<file path="config.mk">
export PLATFORM = sky130hd
export DESIGN_NAME = agt_ram
export DESIGN_NICKNAME = d
export VERILOG_FILES = /design/src/design/agt_ram.sv
export SDC_FILE = /design/constraint.sdc
export NUM_CORES = 1
export LEC_CHECK = 0
export CAP_MARGIN = 40
export CORE_UTILIZATION = 67
export CTS_CLUSTER_DIAMETER = 100
export DETAILED_ROUTE_END_ITERATION = 10
export DONT_BUFFER_PORTS = 1
export PLACE_DENSITY_LB_ADDON = 0.1
export SYNTH_ARGS = -nofsm -noshare
export SYNTH_HDL_FRONTEND = slang
export SYNTH_SLANG_ARGS = --single-unit
</file>
<file path="constraint.sdc">
create_clock -name clk -period 5.46 [get_ports clk]
set_input_delay 1.092 -clock clk [delete_from_list [all_inputs] [get_ports clk]]
set_output_delay 1.092 -clock clk [all_outputs]
set_load 0.01 [all_outputs]
</file>
<file path="src/design/agt_ram.sv">
`timescale 1ns / 1ps
// ----------------------------------------------------------------------------
// agt_ram
// Generic single write port, single read port RAM with registered read.
// ----------------------------------------------------------------------------
module agt_ram #(
	parameter int WIDTH = 8,
	parameter int DEPTH = 64
) (
	input  logic                     clk,
	input  logic                     we,
	input  logic [$clog2(DEPTH)-1:0] waddr,
	input  logic [WIDTH-1:0]         wdata,
	input  logic [$clog2(DEPTH)-1:0] raddr,
	output logic [WIDTH-1:0]         rdata
);

	logic [WIDTH-1:0] mem_q [DEPTH];
	logic [WIDTH-1:0] rdata_q;

	// write port and registered read port
	always_ff @(posedge clk) begin
		if (we) begin
			mem_q[waddr] <= wdata;
		end
		rdata_q <= mem_q[raddr];
	end

	assign rdata = rdata_q;

endmodule

</file>
==> impl_metrics.yaml <==
sta:
  slew_headroom_pct: 40.8
  finalSetupViolCount: 0
  tns_ps: 0
  layout_min_cycle_time_ps: 2750
  setup_slack_ps: 2710
  report.final.slew_viol_count: 0
  rsz0062_at_grt: "no"
  final.setup_skew_ps: 23.9
  finalCritPeriodShare_pct: 50.4
  tightest_slew_ps: 885
  max_freq_mhz: 364
  hold_viol: 0
clock_tree:
  cts-root-buf: "clkbuf_16"
  htree_levels: 2
  cts_buffer_depth: 3
  cts_buffers: 49
  tritoncts: "yes"
  cts_setup_buffers: 0
  ctsHoldBuffers: 0
  cts.reportedPaths.clkPinSlew_ps: 70
  cts_sinks: 520
  clock_latency_ps: 560
  cts_resized: 0
power:
  sw_frac_of_total_pct: 18.7
  vdd_drop_max_uv: 334
  p_leak_nw: 6.82
  combPwrFrac_pct: 2.8
  pwr-share-clk_pct: 44.1
  power_mw: 8.35
  p_sw_mw: 1.56
  p_int_mw: 6.79
  p_seq_share_pct: 53.1
  powerDensity_nw_per_um2: 377
synthesis:
  syn_area_per_cell_sq_um: 21.5
  synth.largest_area_cell: "edfxtp_1"
  synth_compound_area_share_pct: 2.07
  synth_top_area_share_pct: 76.2
  synth_area_sq_um: 20200
  synth.area.mux_share_pct: 15.9
  synth_top_family_by_area: "multiplexers"
  yosysSeqAreaShare_pct: 77.0
  synth_cell_types: 40
  yosysWarnings: 0
  syn_inst: 940
  synth_xor_area_share_pct: 0
  synth_fa_ha_area_share_pct: 0
  syn_nets: 962
  ys_ff_latch: 520
  yosys.area_share.simple_pct: 3.39
  synth_area_leaders: "edfxtp_1, mux4_2, nor2_1, mux2i_1, dfxtp_1"
run_status:
  outcome: "complete, no violations"
route:
  wirelength_um: 44500
  first_pass_iters: 8
  drt_iter0_markers: 1275
  drc: 0
  ant_nets: 0
  routed-wl-met3_um: 4490
  routedWlPerCell_um: 32.4
  via_per_inst: 6.99
  highest_layer: "met4"
  via_count: 9584
  drt-met1-wl_um: 17000
  met2WireLength_um: 21800
global_routing:
  grt_max_degree: 138
  antenna_found_initial: 0
  overflow: 0
  grt_usage_pct: 30.3
  grt_pass1_vias: 9809
  grt_pass1_wl_um: 66000
die:
  start_util_pct: 68.0
  die_w_um: 175
  die-area_sq_um: 30800
  rows: 63
  dieHeight_um: 175
  io_pins: 30
  core-area_sq_um: 29600
setup_path:
  critical_path_arrival_ps: 3160
  critPathKind: "input pin to flip-flop"
  r2r_start: "mem_q[21][4]"
  required_ps: 5870
  cp_max_fo: 137
  critPathLaunch: "raddr[0]"
  endpoint_kind: "flip-flop"
  cp-start-kind: "input pin"
final_layout:
  nets: 964
  final_common_cell: "edfxtp_1"
  drive_gt1_share_pct: 22.7
  n_antenna_cell: 0
  final_cell_mix: "edfxtp_1, mux4_2, nor2_1"
  area_delta_synth_final_pct: 9.70
placed_design:
  port_buffers: 0
  preCtsSetupSlack_ps: 2290
  globalplace.congestion: 0.831
  hpwl_um: 25100
min_path:
  hold_path.class: "input pin to flip-flop"
  min_from: "wdata[6]"
run:
  drv_cap: 0
[area by class of cell]
class	instances	area [sq um]
repair buffers	2	12.5
flip-flops and latches	520	15500
well taps	390	488
clock inverters	35	472
clock buffers	55	1300
fillers	1627	7510
multi-input cells	369	4320
[kinds of logic after synthesis]
group / Yosys count
compound gates: 54
simple gates: 153
flops: 520
mux: 162
buf+inv: 51
[through the flow]
stage                     util, %  hold WS [ps]  cell area, sq um  instances
after floorplan                 -           718             20200        940
after global placement       68.6           924             20300       1279
after detailed placement     68.7           920             20400       1281
after CTS                    74.6           625             22100       1371
after global routing         74.6           612             22100       1371
final                        74.6           634             22100       1371
[metal layers]
metal | vias up | track usage, %
met1 | 4957 | 43.4
met4 | 0 | 8.33
met5 | - | 0
met2 | 610 | 48.4
met3 | 88 | 6.77
li1 | 3929 | -
[state kept, by name, indices dropped and copies added, names as in the netlist]
name,count
mem_q,512
rdata,8
[critical path, stage by stage]
cell and delay (ps):
mux4_2 550, mux2_2 300, o221a_2 280, nor3_1 640, o32ai_1 210
[synthesized netlist by cell type]
library cell and count:
a2111oi_0 2, a211oi_1 4, a21oi_1 3, a221oi_1 6
a22oi_1 3, a31oi_1 1, and2_1 1, buf_1 4
buf_12 2, buf_2 11, buf_4 13, buf_6 4
clkbuf_1 17, dfxtp_1 8, edfxtp_1 512, mux2_2 13
mux2i_1 23, mux4_2 126, nand2_1 19, nand2b_1 7
nand3_1 13, nand3b_1 3, nand4_1 2, nand4b_1 1
nor2_1 83, nor2b_1 14, nor3_1 7, nor4_1 2
o2111ai_1 3, o21a_1 2, o21ai_0 2, o21ai_1 2
o221a_2 2, o221ai_1 8, o22ai_1 8, o2bb2ai_1 3
o311ai_1 1, o32ai_1 2, o41ai_1 2, or3_1 1
[power by group through the flow]
| stage | clock network, mW | registers, mW | logic, mW |
|---|---|---|---|
| after detailed placement | 0 | 4.52 | 0.231 |
| after global placement | 0 | 4.52 | 0.228 |
| after CTS | 3.70 | 4.43 | 0.235 |
| after global routing | 3.85 | 4.43 | 0.245 |
| final | 3.68 | 4.43 | 0.237 |
| after floorplan | 0 | 4.51 | 0.235 |
[worst paths after layout]
| kind | endpoint | slack, ps | depth (start not counted) |
|---|---|---|---|
| hold reg to reg | rdata[4] | 950 | 3 |
| hold / removal | mem_q[33][6] | 630 | 0 |
| setup reg to reg | rdata[4] | 2950 | 5 |
| setup / recovery | rdata[4] | 2710 | 5 |
Note: power is estimated with default switching activity, not from simulation.
